**src/rtl/core/throttle_duty_slew_limiter_top_macros.svh**
```systemverilog
// assertion macros shared by the throttle duty slew limiter rtl
`ifndef THROTTLE_DUTY_SLEW_LIMITER_TOP_MACROS_SVH
`define THROTTLE_DUTY_SLEW_LIMITER_TOP_MACROS_SVH

// same-cycle implication, off while reset is low
`define TDSL_ASSERT_NOW(lbl, clk, rst_n, ante, cons, msg) \
    lbl: assert property (@(posedge clk) disable iff (!rst_n) (ante) |-> (cons)) \
        else $error(msg);

// next-cycle implication, off while reset is low
`define TDSL_ASSERT_NEXT(lbl, clk, rst_n, ante, cons, msg) \
    lbl: assert property (@(posedge clk) disable iff (!rst_n) (ante) |=> (cons)) \
        else $error(msg);

`endif

```
**src/rtl/core/tdsl_pkg.sv**
```systemverilog
// types and constants of the throttle duty slew limiter
package tdsl_pkg;

    localparam int DUTY_W = 16;
    localparam int IDX_W  = 3;

    localparam logic [DUTY_W-1:0] DEAD_ZONE = 16'd2000;
    localparam logic [DUTY_W-1:0] POT_TOP   = 16'd64000;
    localparam logic [DUTY_W-1:0] POT_SPAN  = POT_TOP - DEAD_ZONE;

    // divide by 62000 = (x >> 4) / 3875, the latter by a rounded-up reciprocal
    localparam int PRE_SHIFT   = 4;
    localparam int RECIP_SHIFT = 40;
    localparam int RECIP_W     = 29;
    localparam logic [RECIP_W-1:0] RECIP = 29'd283744937;
    localparam int PROD_W      = 2 * DUTY_W;
    localparam int X_W         = PROD_W - PRE_SHIFT;
    localparam int QP_W        = X_W + RECIP_W;

    localparam logic [DUTY_W-1:0] RST_IDLE_DUTY    = 16'd1000;
    localparam logic [DUTY_W-1:0] RST_DUTY_CEIL    = 16'd60000;
    localparam logic [DUTY_W-1:0] RST_SLEW_UP      = 16'd25;
    localparam logic [DUTY_W-1:0] RST_SLEW_DOWN    = 16'd10;
    localparam logic [DUTY_W-1:0] RST_SETTLE_TICKS = 16'd2000;

    typedef enum logic [IDX_W-1:0] {
        REG_IDLE_DUTY    = 3'd0,
        REG_DUTY_CEIL    = 3'd1,
        REG_SLEW_UP      = 3'd2,
        REG_SLEW_DOWN    = 3'd3,
        REG_SETTLE_TICKS = 3'd4
    } t_reg_idx;

    typedef struct packed {
        logic [DUTY_W-1:0] idle_duty;
        logic [DUTY_W-1:0] duty_ceil;
        logic [DUTY_W-1:0] slew_up;
        logic [DUTY_W-1:0] slew_down;
        logic [DUTY_W-1:0] settle_ticks;
    } t_cfg;

    typedef struct packed {
        logic              command;
        logic [DUTY_W-1:0] pot_raw;
        logic              zc_synced;
        logic [DUTY_W-1:0] seed_duty;
    } t_in_item;

    typedef struct packed {
        logic              command;
        logic              use_idle;
        logic [DUTY_W-1:0] seed_duty;
        logic [PROD_W-1:0] prod;
    } t_prod_item;

    typedef struct packed {
        logic              command;
        logic              use_idle;
        logic [DUTY_W-1:0] seed_duty;
        logic [DUTY_W-1:0] quot;
    } t_map_item;

    typedef struct packed {
        logic [DUTY_W-1:0] duty;
        logic              settling;
    } t_out_item;

    typedef struct packed {
        logic s1_load;
        logic s2_load;
        logic out_load;
    } t_pipe_en;

    typedef struct packed {
        logic [DUTY_W-1:0] held;
        logic [DUTY_W-1:0] settle_left;
    } t_slew_stat;

endpackage

```
**src/rtl/core/tdsl_ifs.sv**
```systemverilog
// valid/ready channel interfaces of the throttle duty slew limiter
interface tdsl_in_if;
    import tdsl_pkg::*;
    logic              valid;
    logic              ready;
    logic              command;
    logic [DUTY_W-1:0] pot_raw;
    logic              zc_synced;
    logic [DUTY_W-1:0] seed_duty;
    modport source (output valid, output command, output pot_raw, output zc_synced,
                    output seed_duty, input ready);
    modport sink   (input valid, input command, input pot_raw, input zc_synced,
                    input seed_duty, output ready);
endinterface

interface tdsl_out_if;
    import tdsl_pkg::*;
    logic              valid;
    logic              ready;
    logic [DUTY_W-1:0] duty;
    logic              settling;
    modport source (output valid, output duty, output settling, input ready);
    modport sink   (input valid, input duty, input settling, output ready);
endinterface

interface tdsl_cfg_if;
    import tdsl_pkg::*;
    logic              valid;
    logic              ready;
    logic [IDX_W-1:0]  index;
    logic [DUTY_W-1:0] data;
    modport source (output valid, output index, output data, input ready);
    modport sink   (input valid, input index, input data, output ready);
endinterface

```
**src/rtl/core/throttle_duty_slew_limiter_top.sv**
```systemverilog
// top level of the throttle duty slew limiter
//
// i_in carries one beat per control tick: command (0 tick, 1 enter closed
// loop), pot_raw, zc_synced and seed_duty. o_res returns exactly one beat
// per input beat, in order: the duty to apply and the settling flag.
// i_cfg writes registers 0..4 (idle_duty, duty_ceil, slew_up, slew_down,
// settle_ticks); ready is always high, unknown indexes are dropped, and
// writes are meant for when the block is empty.
// the datapath is a four-register pipeline: input register, span product
// multiplier, reciprocal multiplier for the divide by 62000, and the slew
// stage that updates the held duty and loads the result register.
// throughput is one beat per cycle while o_res is not stalled.
// the held duty and settle count change only in the last stage, so items
// following each other in adjacent cycles see each other's updates.
// reset clears the pipeline, zeroes held duty and settle count and loads
// the register defaults. a stalled o_res holds its beat; bubbles close up
// behind it, and i_in.ready drops only once every stage is occupied.
`include "throttle_duty_slew_limiter_top_macros.svh"

module throttle_duty_slew_limiter_top (
    input  logic        i_clk,
    input  logic        i_rst_n,
    tdsl_in_if.sink     i_in,
    tdsl_out_if.source  o_res,
    tdsl_cfg_if.sink    i_cfg
);
    import tdsl_pkg::*;

    // pipeline occupancy, one bit per stage
    logic r_v0;
    logic r_v1;
    logic r_v2;
    logic r_vo;

    // a stage may take new data when empty or when it hands its beat on
    logic w_free_o;
    logic w_free2;
    logic w_free1;
    logic w_free0;

    t_in_item   r_s0;
    t_pipe_en   w_en;
    t_cfg       w_cfg;
    t_map_item  w_s2;
    t_out_item  w_res;
    t_slew_stat w_stat;

    assign w_free_o = !r_vo || o_res.ready;
    assign w_free2  = !r_v2 || w_free_o;
    assign w_free1  = !r_v1 || w_free2;
    assign w_free0  = !r_v0 || w_free1;

    assign w_en.s1_load  = r_v0 && w_free1;
    assign w_en.s2_load  = r_v1 && w_free2;
    assign w_en.out_load = r_v2 && w_free_o;

    assign i_in.ready = w_free0;

    always_ff @(posedge i_clk) begin
        if (!i_rst_n) begin
            r_v0 <= 1'b0;
            r_v1 <= 1'b0;
            r_v2 <= 1'b0;
            r_vo <= 1'b0;
        end else begin
            if (w_free0) begin
                r_v0 <= i_in.valid;
            end
            if (w_free1) begin
                r_v1 <= r_v0;
            end
            if (w_free2) begin
                r_v2 <= r_v1;
            end
            if (w_free_o) begin
                r_vo <= r_v2;
            end
        end
    end

    // input register
    always_ff @(posedge i_clk) begin
        if (w_free0 && i_in.valid) begin
            r_s0.command   <= i_in.command;
            r_s0.pot_raw   <= i_in.pot_raw;
            r_s0.zc_synced <= i_in.zc_synced;
            r_s0.seed_duty <= i_in.seed_duty;
        end
    end

    tdsl_cfg_regs u_cfg (
        .i_clk   (i_clk),
        .i_rst_n (i_rst_n),
        .i_cfg   (i_cfg),
        .o_cfg   (w_cfg)
    );

    // throttle reading to mapped offset above idle
    tdsl_map u_map (
        .i_clk  (i_clk),
        .i_en   (w_en),
        .i_cfg  (w_cfg),
        .i_item (r_s0),
        .o_item (w_s2)
    );

    // target select, slew limit, settle hold and result register
    tdsl_slew u_slew (
        .i_clk   (i_clk),
        .i_rst_n (i_rst_n),
        .i_en    (w_en),
        .i_cfg   (w_cfg),
        .i_item  (w_s2),
        .o_res   (w_res),
        .o_stat  (w_stat)
    );

    assign o_res.valid    = r_vo;
    assign o_res.duty     = w_res.duty;
    assign o_res.settling = w_res.settling;

    // an enter command arms the settle count from the register
    `TDSL_ASSERT_NEXT(a_settle_seed, i_clk, i_rst_n, w_en.out_load && w_s2.command,
        w_stat.settle_left == $past(w_cfg.settle_ticks), "settle count not seeded")
    // a tick during the settle hold leaves the duty alone
    `TDSL_ASSERT_NEXT(a_settle_hold, i_clk, i_rst_n,
        w_en.out_load && !w_s2.command && (w_stat.settle_left != '0),
        w_stat.held == $past(w_stat.held), "duty moved during settle hold")
    // state moves only when a beat enters the result register
    `TDSL_ASSERT_NEXT(a_state_quiet, i_clk, i_rst_n, !w_en.out_load,
        $stable(w_stat.held) && $stable(w_stat.settle_left), "state changed without a beat")
    // the shown duty is the held duty
    `TDSL_ASSERT_NOW(a_duty_held, i_clk, i_rst_n, o_res.valid,
        o_res.duty == w_stat.held, "result duty differs from held duty")

endmodule

```
**src/rtl/core/tdsl_cfg_regs.sv**
```systemverilog
// configuration register file of the throttle duty slew limiter
module tdsl_cfg_regs (
    input  logic          i_clk,
    input  logic          i_rst_n,
    tdsl_cfg_if.sink      i_cfg,
    output tdsl_pkg::t_cfg o_cfg
);
    import tdsl_pkg::*;

    t_cfg r_cfg;

    assign i_cfg.ready = 1'b1;
    assign o_cfg       = r_cfg;

    always_ff @(posedge i_clk) begin
        if (!i_rst_n) begin
            r_cfg.idle_duty    <= RST_IDLE_DUTY;
            r_cfg.duty_ceil    <= RST_DUTY_CEIL;
            r_cfg.slew_up      <= RST_SLEW_UP;
            r_cfg.slew_down    <= RST_SLEW_DOWN;
            r_cfg.settle_ticks <= RST_SETTLE_TICKS;
        end else if (i_cfg.valid) begin
            case (t_reg_idx'(i_cfg.index))
                REG_IDLE_DUTY:    r_cfg.idle_duty    <= i_cfg.data;
                REG_DUTY_CEIL:    r_cfg.duty_ceil    <= i_cfg.data;
                REG_SLEW_UP:      r_cfg.slew_up      <= i_cfg.data;
                REG_SLEW_DOWN:    r_cfg.slew_down    <= i_cfg.data;
                REG_SETTLE_TICKS: r_cfg.settle_ticks <= i_cfg.data;
                default: ;
            endcase
        end
    end

endmodule

```
**src/rtl/core/tdsl_map.sv**
```systemverilog
// throttle map: span product stage and reciprocal divide stage
module tdsl_map (
    input  logic                i_clk,
    input  tdsl_pkg::t_pipe_en  i_en,
    input  tdsl_pkg::t_cfg      i_cfg,
    input  tdsl_pkg::t_in_item  i_item,
    output tdsl_pkg::t_map_item o_item
);
    import tdsl_pkg::*;

    logic              w_below;
    logic [DUTY_W-1:0] w_adj;
    logic [DUTY_W-1:0] w_span;
    logic [PROD_W-1:0] w_prod;
    logic [X_W-1:0]    w_x;
    logic [QP_W-1:0]   w_qprod;
    t_prod_item        r_s1;
    t_map_item         r_s2;

    // stage 1: clamp reading, offset by dead zone, times duty span
    assign w_below = i_item.pot_raw < DEAD_ZONE;
    assign w_adj   = (i_item.pot_raw > POT_TOP) ? POT_SPAN : (i_item.pot_raw - DEAD_ZONE);
    assign w_span  = (i_cfg.duty_ceil >= i_cfg.idle_duty) ?
                     (i_cfg.duty_ceil - i_cfg.idle_duty) : '0;
    assign w_prod  = PROD_W'(w_adj) * PROD_W'(w_span);

    always_ff @(posedge i_clk) begin
        if (i_en.s1_load) begin
            r_s1.command   <= i_item.command;
            r_s1.use_idle  <= w_below || !i_item.zc_synced;
            r_s1.seed_duty <= i_item.seed_duty;
            r_s1.prod      <= w_prod;
        end
    end

    // stage 2: exact floor divide by the map span
    assign w_x     = r_s1.prod[PROD_W-1:PRE_SHIFT];
    assign w_qprod = QP_W'(w_x) * QP_W'(RECIP);

    always_ff @(posedge i_clk) begin
        if (i_en.s2_load) begin
            r_s2.command   <= r_s1.command;
            r_s2.use_idle  <= r_s1.use_idle;
            r_s2.seed_duty <= r_s1.seed_duty;
            r_s2.quot      <= w_qprod[RECIP_SHIFT +: DUTY_W];
        end
    end

    assign o_item = r_s2;

endmodule

```
**src/rtl/core/tdsl_slew.sv**
```systemverilog
// held duty, settle counter, slew limiting and result register
module tdsl_slew (
    input  logic                 i_clk,
    input  logic                 i_rst_n,
    input  tdsl_pkg::t_pipe_en   i_en,
    input  tdsl_pkg::t_cfg       i_cfg,
    input  tdsl_pkg::t_map_item  i_item,
    output tdsl_pkg::t_out_item  o_res,
    output tdsl_pkg::t_slew_stat o_stat
);
    import tdsl_pkg::*;

    logic [DUTY_W-1:0] r_held;
    logic [DUTY_W-1:0] r_left;
    logic [DUTY_W-1:0] n_held;
    logic [DUTY_W-1:0] n_left;
    logic [DUTY_W:0]   w_mapped;
    logic [DUTY_W-1:0] w_target;
    logic [DUTY_W-1:0] w_diff_up;
    logic [DUTY_W-1:0] w_diff_dn;
    t_out_item         r_res;

    assign w_mapped  = (DUTY_W+1)'(i_cfg.idle_duty) + (DUTY_W+1)'(i_item.quot);
    assign w_target  = i_item.use_idle ? i_cfg.idle_duty :
                       (w_mapped > (DUTY_W+1)'(i_cfg.duty_ceil)) ? i_cfg.duty_ceil :
                       w_mapped[DUTY_W-1:0];
    assign w_diff_up = w_target - r_held;
    assign w_diff_dn = r_held - w_target;

    always_comb begin
        n_held = r_held;
        n_left = r_left;
        if (i_item.command) begin
            n_held = i_item.seed_duty;
            n_left = i_cfg.settle_ticks;
        end else if (r_left != '0) begin
            n_left = r_left - 1'b1;
        end else if (w_target > r_held) begin
            n_held = r_held + ((w_diff_up > i_cfg.slew_up) ? i_cfg.slew_up : w_diff_up);
        end else if (r_held > w_target) begin
            n_held = r_held - ((w_diff_dn > i_cfg.slew_down) ? i_cfg.slew_down : w_diff_dn);
        end
    end

    always_ff @(posedge i_clk) begin
        if (!i_rst_n) begin
            r_held <= '0;
            r_left <= '0;
        end else if (i_en.out_load) begin
            r_held <= n_held;
            r_left <= n_left;
        end
    end

    always_ff @(posedge i_clk) begin
        if (i_en.out_load) begin
            r_res.duty     <= n_held;
            r_res.settling <= n_left != '0;
        end
    end

    assign o_res              = r_res;
    assign o_stat.held        = r_held;
    assign o_stat.settle_left = r_left;

endmodule

```
**src/flat_wrapper.sv**
```systemverilog
// flat-port wrapper written by rule: the top's interface ports become plain ports
module throttle_duty_slew_limiter_top_flat import tdsl_pkg::*;
  (i_clk, i_rst_n, i_in_valid, i_in_command, i_in_pot_raw, i_in_zc_synced, i_in_seed_duty, i_in_ready, o_res_valid, o_res_duty, o_res_settling, o_res_ready, i_cfg_valid, i_cfg_index, i_cfg_data, i_cfg_ready);
  tdsl_in_if i_in_i ();
  tdsl_out_if o_res_i ();
  tdsl_cfg_if i_cfg_i ();
  input  logic i_clk;
  input  logic i_rst_n;
  input wire logic [$bits(i_in_i.valid)-1:0] i_in_valid;
  input wire logic [$bits(i_in_i.command)-1:0] i_in_command;
  input wire logic [$bits(i_in_i.pot_raw)-1:0] i_in_pot_raw;
  input wire logic [$bits(i_in_i.zc_synced)-1:0] i_in_zc_synced;
  input wire logic [$bits(i_in_i.seed_duty)-1:0] i_in_seed_duty;
  output wire logic [$bits(i_in_i.ready)-1:0] i_in_ready;
  output wire logic [$bits(o_res_i.valid)-1:0] o_res_valid;
  output wire logic [$bits(o_res_i.duty)-1:0] o_res_duty;
  output wire logic [$bits(o_res_i.settling)-1:0] o_res_settling;
  input wire logic [$bits(o_res_i.ready)-1:0] o_res_ready;
  input wire logic [$bits(i_cfg_i.valid)-1:0] i_cfg_valid;
  input wire logic [$bits(i_cfg_i.index)-1:0] i_cfg_index;
  input wire logic [$bits(i_cfg_i.data)-1:0] i_cfg_data;
  output wire logic [$bits(i_cfg_i.ready)-1:0] i_cfg_ready;
  assign i_in_i.valid = i_in_valid;
  assign i_in_i.command = i_in_command;
  assign i_in_i.pot_raw = i_in_pot_raw;
  assign i_in_i.zc_synced = i_in_zc_synced;
  assign i_in_i.seed_duty = i_in_seed_duty;
  assign i_in_ready = i_in_i.ready;
  assign o_res_valid = o_res_i.valid;
  assign o_res_duty = o_res_i.duty;
  assign o_res_settling = o_res_i.settling;
  assign o_res_i.ready = o_res_ready;
  assign i_cfg_i.valid = i_cfg_valid;
  assign i_cfg_i.index = i_cfg_index;
  assign i_cfg_i.data = i_cfg_data;
  assign i_cfg_ready = i_cfg_i.ready;
  throttle_duty_slew_limiter_top u_core (.i_clk(i_clk), .i_rst_n(i_rst_n), .i_in(i_in_i), .o_res(o_res_i), .i_cfg(i_cfg_i));
endmodule
```
**config.mk**
```make
export PLATFORM = sky130hd
export DESIGN_NAME = throttle_duty_slew_limiter_top_flat
export DESIGN_NICKNAME = d
export VERILOG_FILES = /design/src/rtl/core/tdsl_pkg.sv /design/src/rtl/core/tdsl_ifs.sv /design/src/rtl/core/throttle_duty_slew_limiter_top.sv /design/src/rtl/core/tdsl_cfg_regs.sv /design/src/rtl/core/tdsl_map.sv /design/src/rtl/core/tdsl_slew.sv /design/src/flat_wrapper.sv
export VERILOG_INCLUDE_DIRS = /design/src /design/src/rtl/core
export SDC_FILE = /design/constraint.sdc
export NUM_CORES = 2
export LEC_CHECK = 0
export BUFFER_PORTS_ARGS = -buffer_cell sky130_fd_sc_hd__buf_2
export CAP_MARGIN = 20
export CORE_ASPECT_RATIO = 1.2
export CORE_UTILIZATION = 66
export CTS_CLUSTER_DIAMETER = 40
export DETAILED_ROUTE_END_ITERATION = 10
export PLACE_DENSITY = 0.79
export SYNTH_ARGS = -nofsm -noshare
export SYNTH_HDL_FRONTEND = slang
export SYNTH_SLANG_ARGS = --single-unit
```
**constraint.sdc**
```tcl
create_clock -name i_clk -period 17.27 [get_ports i_clk]
set_input_delay 3.454 -clock i_clk [delete_from_list [all_inputs] [get_ports i_clk]]
set_output_delay 3.454 -clock i_clk [all_outputs]
set_load 0.02 [all_outputs]
```
==> results.md <==
* Post_cts resized at 0
* Max_cap viols at 0
* WL met3 at 5230 um
* Setup crit start kind: register
* First-pass iteration count of the detailed router at 5
* DR WL/cell at 20.4 um
* Final nets at 5056
* Ys flop type: edfxtp_1
* Adder-cell area share of the yosys netlist at 45.3%
* Vias in the first global route at 29300
* Quantity of I/O buffers inserted on ports at 76
* Syn_nets at 5017
* Post-synthesis sequential area ratio at 17.3%
* R2R cell count at 46
* Tightest Pin Transition at 1070 ps
* Avg Inst Size Synth at 9.21 um^2
* Largest net degree at the start of global routing at 75
* CP Depth at 46
* Antenna-violating nets left at 0
* Vias at 27900
* Start point of the critical path: u_core.u_map.o_item[1]
* Cell count after synthesis at 3935
* Synth top area cells: fa_1, ha_1, edfxtp_1, inv_1, dfxtp_1
* Root Buffer: clkbuf_16
* Final min period at 11910 ps
* First-pass GRT wire length at 153000 um
* Die area at 55800 um^2
* Setup_tns at 0 ps
* HPWL Detailed at 79300 um
* Synth Area in Compound Gates at 11.9%
* Top layer in use: met4
* Max stage delay on crit path at 560 ps
* Vias/cell at 5.92
* Starting Density at 67.1%
* Crit-path leading delay family: compound AO/OA/AOI/OAI gates
* Mux cell area share after synthesis at 1.52%
* H-tree levels at 2
* Reg-to-Reg End: u_core.u_slew.r_held[15]
* Post-CTS Hold Buffers at 0
* CTS Sinks at 247
* Final Hold Vio Count at 0
* GPL Wtd Cong at 0.995
* Flop2flop setup slack at 5360 ps
* # DRC at 0
* Worst slew margin at 28.7%
* I/O pin total at 78
* Crit-path slowest cell: a21oi_1
* Slew Limit Fails at 0
* Total grt overflow at 0
* Required time of the critical path at 17770 ps
* Clk slew on worst S/H paths at 70 ps
* Total GRT Usage at 35.4%
* Clock tree buffer depth at 3
* Hold Path Class: register to register
* RSZ-0062 raised after global routing: no
* Most frequent cells in the layout: inv_1, ha_1, fa_1
* Clock buffer count from CTS at 40
* Largest family of logic cells by synthesized area: adder cells
* Post-synth EDFFs at 131
* Final wirelength at 96300 um
* Library cells used by synthesis at 81
* FMAX at 84.0 MHz
* Arr. time, crit path at 12410 ps
* Crit Path Class: register to register
* Mapped Area at 36200 um^2
* Setup violators final at 0
* CP Max Fanout at 12
* Post-synthesis xor/xnor area fraction at 3.45%
* Syn-to-layout area delta at 6.90%
* Wl on met1 at 37100 um
* Initial antenna violation count at 0
* CP endpoint kind: register
* N_diodes at 0
* Site Rows at 93
* Ys Warns at 0
* Worst Setup EP: u_core.u_slew.r_held[15]
* Met2 Routed Length at 47800 um
* FF+latch count, synth at 247
* Fin crit share at 69.0%
* Status: finished, final reports clean
* RR Startpoint: u_core.u_map.o_item[1]
* Post-synth ARST share at 0%
* CTS tree: yes
* Die span in y at 259 um
* Die width at 216 um
* Share of cells above drive strength 1 at 5.79%
* Worst Clk Skew at 49.7 ps
* Core area at 54000 um^2
* Worst skew pair latency at 590 ps
* DR iter-0 viols at 1889
* Post-synthesis simple-gate area fraction at 11.1%
* Most common cell after layout, fill and taps aside: inv_1
* Post-CTS Setup Repair Bufs at 0
* Share of the synthesized area in the top cell type at 26.5%
* Yosys top cell by area: fa_1
* CP bufs+invs at 2
==> worst min-delay path by stage <==
stage	start	endpoint	slack [ps]	cells after the start
after floorplan	u_core.u_map.r_s1[32]	u_core.u_map.o_item[16]	400	0
after global placement	u_core.r_s0[11]	u_core.u_map.r_s1[43]	400	0
after detailed placement	u_core.u_map.r_s1[38]	u_core.u_map.o_item[22]	400	0
after CTS	u_core.r_s0[5]	u_core.u_map.r_s1[37]	410	0
after global routing	u_core.r_s0[5]	u_core.u_map.r_s1[37]	410	0
final	u_core.r_s0[5]	u_core.u_map.r_s1[37]	410	0
==> final cells by class <==
class                           count  area [um^2]
Multi-Input combinational cell   2769        26600
Fill cell                        4119        15300
Sequential cell                   247         6260
Inverter                          807         3030
Clock buffer                       46         1050
Tap cell                          712          891
Timing Repair Buffer              109          641
Clock inverter                     28          285
==> per-stage QoR <==
step	instances	cell area, um^2	util (%)	hold slack (ps)	setup slack (ps)
3_5_place_dp	4642	37400	69.2	405	5540
2_1_floorplan	3935	36200	-	400	6290
5_1_grt	4718	38700	71.7	407	4620
3_3_place_gp	4642	37400	69.2	401	5810
4_1_cts	4716	38700	71.7	412	5510
6_report	4718	38700	71.7	406	5360
==> state kept, by name, indices dropped and copies added, names as in the netlist <==
signal and flops:
u_core.r_v1 1, u_core.r_v2 1, u_core.r_s0 34, u_core.u_slew.r_held 16, u_core.r_v0 1, u_core.u_slew.r_left 16
u_core.u_slew.o_res 17, u_core.o_res.valid 1, u_core.u_map.o_item 34, u_core.u_cfg.o_cfg 80, u_core.u_map.r_s1 46
==> worst register-to-register path, delay by kind of cell (launching register included) <==
family          cells  cell delay, ps
fa+ha+maj           5            1760
mux                 2             600
xor+xnor            4             670
compound gates     24            6360
buf+inv             2             630
flops               1             400
simple gates        9            1400
==> per-layer routing <==
layer	track usage, %	vias to the layer above
met5	0	-
met4	20.1	0
met3	4.45	343
met2	61.7	958
met1	42.4	13800
li1	-	12900
==> kinds of logic after synthesis <==
family          after synthesis
simple gates                901
other cells                   1
mux                          53
compound gates              648
buf+inv                     919
fa+ha+maj                  1024
flops                       247
xor+xnor                    142
==> synthesized netlist by cell type (all sizes together) (78+ instances only) <==
library cell  instances
inv                 806
a21o                 78
nand2               462
fa                  479
edfxtp              131
dfxtp               116
ha                  545
xnor2                97
o21ai               135
a21oi               144
nor2                159
clkbuf              105
Power is not shown: default switching activity piles up to over one toggle a cycle in this logic, so the estimate is an artifact.
